## config.mk

```make
export PLATFORM = sky130hd
export DESIGN_NAME = dual_quadrature_speed_odometer_flat
export DESIGN_NICKNAME = d
export VERILOG_FILES = /design/src/rtl/core/dqso_pkg.sv /design/src/rtl/core/dqso_if.sv /design/src/rtl/core/dual_quadrature_speed_odometer.sv /design/src/flat_wrapper.sv
export SDC_FILE = /design/constraint.sdc
export NUM_CORES = 1
export LEC_CHECK = 0
export ABC_AREA = 1
export BUFFER_PORTS_ARGS = -buffer_cell sky130_fd_sc_hd__buf_2
export CORE_ASPECT_RATIO = 1.1
export CORE_MARGIN = 1.5
export CORE_UTILIZATION = 33
export CTS_CLUSTER_SIZE = 24
export DETAILED_ROUTE_END_ITERATION = 8
export SETUP_SLACK_MARGIN = 0.4
export SYNTH_ARGS = -nofsm -noshare
export SYNTH_HDL_FRONTEND = slang
export SYNTH_SLANG_ARGS = --single-unit
```

## constraint.sdc

```tcl
create_clock -name clk -period 15.5 [get_ports clk]
set_input_delay 0 -clock clk [delete_from_list [all_inputs] [get_ports clk]]
set_output_delay 0 -clock clk [all_outputs]
set_load 0.03 [all_outputs]
```

## src/rtl/core/dqso_pkg.sv

```systemverilog
// package: payload types, constants and step function of the dual quadrature odometer
package dqso_pkg;

	localparam int COUNT_WIDTH_DEF = 16;
	localparam int FIELD_WIDTH     = 16;
	localparam int PERIOD_WIDTH    = 16;
	localparam int CFG_ADDR_WIDTH  = 3;
	localparam int CFG_DATA_WIDTH  = 32;

	localparam logic [PERIOD_WIDTH-1:0] PERIOD_RESET = 16'd77;

	// register index, taken from paddr[2]
	localparam logic REG_SAMPLE_PERIOD = 1'b0;

	typedef struct packed {
		logic first_a_edge;
		logic first_b_edge;
		logic second_a_edge;
		logic second_b_edge;
		logic first_a_level;
		logic first_b_level;
		logic second_a_level;
		logic second_b_level;
	} dqso_in_t;

	typedef struct packed {
		logic signed [FIELD_WIDTH-1:0] first_speed;
		logic signed [FIELD_WIDTH-1:0] second_speed;
		logic signed [FIELD_WIDTH-1:0] distance;
		logic                          sample_taken;
	} dqso_out_t;

	// x2 decode: net count change of one encoder for one event, -2..2
	function automatic logic signed [2:0] edge_step(input logic a_edge, input logic b_edge,
	                                                input logic a_lvl, input logic b_lvl);
		logic signed [2:0] step;
		logic              diff;
		diff = a_lvl ^ b_lvl;
		step = 3'sd0;
		if (a_edge) begin
			step = diff ? step + 3'sd1 : step - 3'sd1;
		end
		if (b_edge) begin
			step = diff ? step - 3'sd1 : step + 3'sd1;
		end
		return step;
	endfunction

endpackage

```

## src/rtl/core/dqso_if.sv

```systemverilog
// interfaces: valid/ready channels for edge events and odometer results
interface dqso_in_if import dqso_pkg::*; ();
	logic     valid;
	logic     ready;
	dqso_in_t data;

	modport source (output valid, output data, input ready);
	modport sink (input valid, input data, output ready);
endinterface

interface dqso_out_if import dqso_pkg::*; ();
	logic      valid;
	logic      ready;
	dqso_out_t data;

	modport source (output valid, output data, input ready);
	modport sink (input valid, input data, output ready);
endinterface

```

## src/rtl/core/dual_quadrature_speed_odometer.sv

```systemverilog
// top level: dual quadrature encoder x2 decoder with speed sampling and distance
//
//  channel   direction  handshake              payload
//  in_ch     sink       valid/ready            edge flags and pin levels
//  out_ch    source     valid/ready            speeds, distance, sample_taken
//  apb       slave      psel/penable/pready    sample_period at byte address 0
//
// one edge event per cycle sustained while out_ch is not stalled; a result passes through the
// input register, then the update of counts, speeds and distance into the result register
// arst_n clears the counts, event counter, speeds and distance and sets sample_period to 77
// a stalled output holds the result register; the input register then fills and in_ch.ready drops
module dual_quadrature_speed_odometer import dqso_pkg::*; #(
	parameter int COUNT_WIDTH = COUNT_WIDTH_DEF
) (
	input  logic                      clk,
	input  logic                      arst_n,
	input  logic                      psel,
	input  logic                      penable,
	input  logic                      pwrite,
	input  logic [CFG_ADDR_WIDTH-1:0] paddr,
	input  logic [CFG_DATA_WIDTH-1:0] pwdata,
	output logic [CFG_DATA_WIDTH-1:0] prdata,
	output logic                      pready,
	dqso_in_if.sink                   in_ch,
	dqso_out_if.source                out_ch
);

	logic [PERIOD_WIDTH-1:0] sample_period_q;
	logic [COUNT_WIDTH-1:0]  first_count_q;
	logic [COUNT_WIDTH-1:0]  second_count_q;
	logic [PERIOD_WIDTH-1:0] event_count_q;
	logic [COUNT_WIDTH-1:0]  first_speed_q;
	logic [COUNT_WIDTH-1:0]  second_speed_q;
	logic [COUNT_WIDTH-1:0]  distance_q;

	dqso_in_t  item_s1;
	logic      valid_s1;
	dqso_out_t result_q;
	logic      out_valid_q;

	logic                    advance;
	logic                    cfg_write;
	logic signed [2:0]       first_step;
	logic signed [2:0]       second_step;
	logic [COUNT_WIDTH-1:0]  first_count_nx;
	logic [COUNT_WIDTH-1:0]  second_count_nx;
	logic [PERIOD_WIDTH-1:0] event_count_nx;
	logic                    hit;
	logic [COUNT_WIDTH-1:0]  first_neg;
	logic [COUNT_WIDTH-1:0]  second_neg;
	logic [COUNT_WIDTH:0]    speed_sum;
	logic [COUNT_WIDTH:0]    speed_sum_adj;
	logic [COUNT_WIDTH-1:0]  first_speed_nx;
	logic [COUNT_WIDTH-1:0]  second_speed_nx;
	logic [COUNT_WIDTH-1:0]  distance_nx;

	// configuration port
	assign pready    = 1'b1;
	assign cfg_write = psel && penable && pwrite && (paddr[2] == REG_SAMPLE_PERIOD);
	assign prdata    = (paddr[2] == REG_SAMPLE_PERIOD) ?
	                   CFG_DATA_WIDTH'(sample_period_q) : '0;

	always_ff @(posedge clk or negedge arst_n) begin
		if (!arst_n) begin
			sample_period_q <= PERIOD_RESET;
		end else if (cfg_write) begin
			sample_period_q <= pwdata[PERIOD_WIDTH-1:0];
		end
	end

	// pipeline control
	assign advance     = !out_valid_q || out_ch.ready;
	assign in_ch.ready = !valid_s1 || advance;

	always_ff @(posedge clk or negedge arst_n) begin
		if (!arst_n) begin
			valid_s1    <= 1'b0;
			out_valid_q <= 1'b0;
		end else begin
			if (in_ch.ready) begin
				valid_s1 <= in_ch.valid;
			end
			if (advance) begin
				out_valid_q <= valid_s1;
			end
		end
	end

	always_ff @(posedge clk) begin
		if (in_ch.valid && in_ch.ready) begin
			item_s1 <= in_ch.data;
		end
	end

	// event update
	always_comb begin
		first_step = edge_step(item_s1.first_a_edge, item_s1.first_b_edge,
		                       item_s1.first_a_level, item_s1.first_b_level);
		second_step = edge_step(item_s1.second_a_edge, item_s1.second_b_edge,
		                        item_s1.second_a_level, item_s1.second_b_level);
		first_count_nx  = first_count_q + COUNT_WIDTH'(first_step);
		second_count_nx = second_count_q + COUNT_WIDTH'(second_step);
		event_count_nx  = event_count_q + PERIOD_WIDTH'(1);
		hit             = (event_count_nx == sample_period_q);

		first_neg  = -first_count_nx;
		second_neg = -second_count_nx;
		// half-sum truncated toward zero
		speed_sum     = {first_neg[COUNT_WIDTH-1], first_neg}
		              + {second_neg[COUNT_WIDTH-1], second_neg};
		speed_sum_adj = speed_sum + {{COUNT_WIDTH{1'b0}}, speed_sum[COUNT_WIDTH]};

		first_speed_nx  = hit ? first_neg : first_speed_q;
		second_speed_nx = hit ? second_neg : second_speed_q;
		distance_nx     = hit ? distance_q + speed_sum_adj[COUNT_WIDTH:1] : distance_q;
	end

	always_ff @(posedge clk or negedge arst_n) begin
		if (!arst_n) begin
			first_count_q  <= '0;
			second_count_q <= '0;
			event_count_q  <= '0;
			first_speed_q  <= '0;
			second_speed_q <= '0;
			distance_q     <= '0;
		end else if (valid_s1 && advance) begin
			first_count_q  <= hit ? '0 : first_count_nx;
			second_count_q <= hit ? '0 : second_count_nx;
			event_count_q  <= hit ? '0 : event_count_nx;
			first_speed_q  <= first_speed_nx;
			second_speed_q <= second_speed_nx;
			distance_q     <= distance_nx;
		end
	end

	always_ff @(posedge clk) begin
		if (valid_s1 && advance) begin
			result_q.first_speed  <= FIELD_WIDTH'(first_speed_nx);
			result_q.second_speed <= FIELD_WIDTH'(second_speed_nx);
			result_q.distance     <= FIELD_WIDTH'(distance_nx);
			result_q.sample_taken <= hit;
		end
	end

	assign out_ch.valid = out_valid_q;
	assign out_ch.data  = result_q;

endmodule

```

## src/flat_wrapper.sv

```systemverilog
// flat-port wrapper written by rule: the top's interface ports become plain ports
module dual_quadrature_speed_odometer_flat import dqso_pkg::*;
#(
	parameter int COUNT_WIDTH = COUNT_WIDTH_DEF
)
  (clk, arst_n, psel, penable, pwrite, paddr, pwdata, prdata, pready, in_ch_valid, in_ch_data, in_ch_ready, out_ch_valid, out_ch_data, out_ch_ready);
  dqso_in_if in_ch_i ();
  dqso_out_if out_ch_i ();
  input  logic clk;
  input  logic arst_n;
  input  logic psel;
  input  logic penable;
  input  logic pwrite;
  input  logic [CFG_ADDR_WIDTH-1:0] paddr;
  input  logic [CFG_DATA_WIDTH-1:0] pwdata;
  output logic [CFG_DATA_WIDTH-1:0] prdata;
  output logic pready;
  input wire logic [$bits(in_ch_i.valid)-1:0] in_ch_valid;
  input wire logic [$bits(in_ch_i.data)-1:0] in_ch_data;
  output wire logic [$bits(in_ch_i.ready)-1:0] in_ch_ready;
  output wire logic [$bits(out_ch_i.valid)-1:0] out_ch_valid;
  output wire logic [$bits(out_ch_i.data)-1:0] out_ch_data;
  input wire logic [$bits(out_ch_i.ready)-1:0] out_ch_ready;
  assign in_ch_i.valid = in_ch_valid;
  assign in_ch_i.data = in_ch_data;
  assign in_ch_ready = in_ch_i.ready;
  assign out_ch_valid = out_ch_i.valid;
  assign out_ch_data = out_ch_i.data;
  assign out_ch_i.ready = out_ch_ready;
  dual_quadrature_speed_odometer #(.COUNT_WIDTH(COUNT_WIDTH)) u_core (.clk(clk), .arst_n(arst_n), .psel(psel), .penable(penable), .pwrite(pwrite), .paddr(paddr), .pwdata(pwdata), .prdata(prdata), .pready(pready), .in_ch(in_ch_i), .out_ch(out_ch_i));
endmodule
```

==> flow_summary_export.csv <==
group,metric,value,unit
floorplan,rows,72,
synth,syn_inst,1541,
sta,final-setup-viol-count,0,
sta,clock_skew,14.6,ps
clock_tree,path_clk_slew,80,ps
cells_and_area,multiInputGateArea,0.00637,mm2
clock_tree,numClockSinks,171,
sta,rsz0062_at_grt,"no",
floorplan,coreArea,0.0354,mm2
routing,vias,9997,
cells_and_area,drive_gt1_share,17.1,%
floorplan,ios,134,
synth,syn_avg_cell_area,7.76,um2
clock_tree,root_buffer,"clkbuf_16",
sta,maxSlewViolCount,0,
global_route,grt_pass1_wl,47.1,mm
cells_and_area,layout_common_cells,"469 x nand2_1, 197 x inv_1, 110 x dfrtp_1",
global_route,grt_pass1_vias,9793,
cells_and_area,final_common_cell,"nand2_1",
setup_path,cp-end-kind,"register",
sta,holdWs,104,ps
cells_and_area,fin_util,39.0,%
clock_tree,cts_buffer_depth,2,
setup_path,crit_buf_inv,10,
floorplan,die_width,184,um
synth,synth_fa_ha_area_share,7.26,%
floorplan,die_y,203,um
clock_tree,cts_buffers,17,
clock_tree,clkLatencyLatePin,460,ps
routing,antenna_left,0,
setup_path,worstPathArrival,8890,ps
cells_and_area,nFillCells,3595,
status,status,"finished, final reports clean",
floorplan,start_util,33.8,%
cells_and_area,n_antenna_cell,0,
setup_path,cp_slowest_cell,"inv_1",
sta,tightest_slew,1090,ps
synth,ys_seq_elements,171,
routing,routed_wl,28.0,mm
worst_hold_path,hp-class,"in -> reg",
global_route,grt-ovfl-total,0,
routing,firstDrtPassIters,5,
flow_run,maxCapViolCount,0,
routing,wl_per_cell,13.0,um
clock_tree,cts-resized-gates,0,
sta,clock.fmax,115,MHz
routing,drc,0,
synth,synth_xor_area_share,6.07,%
synth,syn-cell-area,0.0120,mm2
cells_and_area,seqCellArea,0.00457,mm2
clock_tree,cts_tree,"built",
cells_and_area,syn2layout_area_growth,15.6,%
synth,synth_cell_type_count,51,
synth,ys_seq_area_share,38.2,%
global_route,grt.total_usage,15.8,%
placed_design,place_hpwl,20.6,mm
synth,synth_compound_area_share,9.66,%
routing,drt-initial-drc-count,482,
global_route,grt_antenna_before_repair,0,
sta,slew_headroom,27.1,%
clock_tree,ctsHtreeMaxLevel,4,
global_route,grt_max_degree,76,
setup_path,crit_type,"reg -> reg",
setup_path,startpoint_type,"register",
synth,synth_top_family_by_area,"simple AND/OR/NAND/NOR gates",
routing,viasPerCell,4.65,
setup_path,cp_max_fo,14,
synth,yosys_warnings,0,
setup_path,crit_required,15720,ps
synth,synth.mux.area_fraction,0,%
cells_and_area,fin_nets,1773,
sta,setup_tns,0,ps
setup_path,cpMostUsedCell,"nand2_1",
setup_path,max_stage_delay,560,ps
placed_design,gp_congestion,0.842,
sta,period_needed,8670,ps
floorplan,die_area,0.0374,mm2
placed_design,portBuffers,98,
setup_path,cp_top_family,"simple AND/OR/NAND/NOR gates",
sta,hold_viol,0,
sta,finalCritPeriodShare,55.9,%
synth,yosys.area_share.simple,29.6,%
[state kept, by name (all words and copies together), names as in the netlist, 16 cells and up]
name                    cells
u_core.first_speed_q       16
u_core.sample_period_q     16
u_core.first_count_q       16
u_core.second_count_q      16
u_core.out_ch.data         49
u_core.second_speed_q      16
u_core.event_count_q       16
u_core.distance_q          16
[worst paths after layout]
| path | startpoint | slack (ps) | end | cells past startpoint |
|---|---|---|---|---|
| setup / recovery | u_core.item_s1[2]$_DFFE_PP_ | 6830 | u_core.out_ch.data[16]$_DFFE_PP_ | 51 |
| hold / removal | penable | 100 | u_core.sample_period_q[6]$_DFFE_PN1P_ | 5 |
| setup reg to reg | u_core.item_s1[2]$_DFFE_PP_ | 6830 | u_core.out_ch.data[16]$_DFFE_PP_ | 51 |
| hold reg to reg | u_core.first_speed_q[9]$_DFFE_PN0P_ | 480 | u_core.first_speed_q[9]$_DFFE_PN0P_ | 2 |
| max in group asynchronous | arst_n | 13990 | u_core.sample_period_q[7]$_DFFE_PN0P_ | 3 |
| min in group asynchronous | arst_n | 150 | u_core.first_speed_q[8]$_DFFE_PN0P_ | 2 |
[repair_timing]
item                                   CTS  global route
endpoints found under the hold margin   74             0
buffers inserted                         0             0
hold buffers                            29             0
[metrics by stage]
| stage | setup slack, ps | area (um2) | cells |
|---|---|---|---|
| 5_1_grt | 5600 | 13800 | 2150 |
| 3_5_place_dp | 6790 | 12800 | 2089 |
| 4_1_cts | 6760 | 13800 | 2150 |
| 2_1_floorplan | 8500 | 12000 | 1556 |
| 3_3_place_gp | 6800 | 12800 | 2089 |
| 6_report | 6830 | 13800 | 2150 |
[worst register-to-register path: cells and delay by family (launching register included)]
family | cells | cell delay (ps)
xor gates and xnor gates | 2 | 670
DFF | 1 | 380
buffers and inverters | 10 | 1230
and+or+nand+nor | 28 | 3290
adders and majority gates | 4 | 1380
AOI/OAI and AO/OA | 7 | 1480
[synth_stat cells, drive strengths merged]
master	number	area, um2
nand4	28	181
nand2	514	2070
nor4	6	58.8
edfxtp	57	1710
ha	63	788
clkinv	1	3.75
o21bai	4	30.0
a22o	2	17.5
nor3b	1	7.51
or2	6	37.5
nand3	81	488
and2	1	6.26
dfrtp	110	2750
nand3b	8	60.1
nor3	14	103
and3	1	6.26
o211ai	2	15.0
buf	33	244
xor2	58	508
clkbuf	18	67.6
a21o	2	15.0
inv	205	769
a21oi	58	290
conb	2	7.51
o21ai	105	702
xnor2	24	218
a21boi	1	11.3
fa	4	80.1
o22ai	9	56.3
o2111ai	1	8.76
nor2	117	519
dfstp	4	105
a2111oi	1	8.76
[area by class of cell]
class	instances	share of cell area [%]
clock buffer	19	3.29
clock inverter	13	1.60
inverter	206	5.62
multi-input combinational	1128	46.1
sequential	171	33.1
tap	481	4.36
timing repair buffer	132	5.94
[cell families after synthesis]
| family | count (synthesis) |
|---|---|
| and+or+nand+nor | 777 |
| buffers and inverters | 257 |
| AOI/OAI and AO/OA | 185 |
| DFF | 171 |
| xor gates and xnor gates | 82 |
| adders and majority gates | 67 |
| other | 2 |
[layer usage]
| layer | track usage [%] | vias to the layer above | routed length [um] |
|---|---|---|---|
| met3 | 2.55 | 32 | 1050 |
| met1 | 19.6 | 4613 | 12900 |
| met2 | 27.3 | 212 | 13400 |
| met5 | 0 | - | 0 |
| met4 | 5.91 | 0 | 630 |
| li1 | - | 5140 | - |
Power is left out: the tool's default activity adds up to more than one toggle a clock period on the data nets, which glitch-free logic cannot reach.
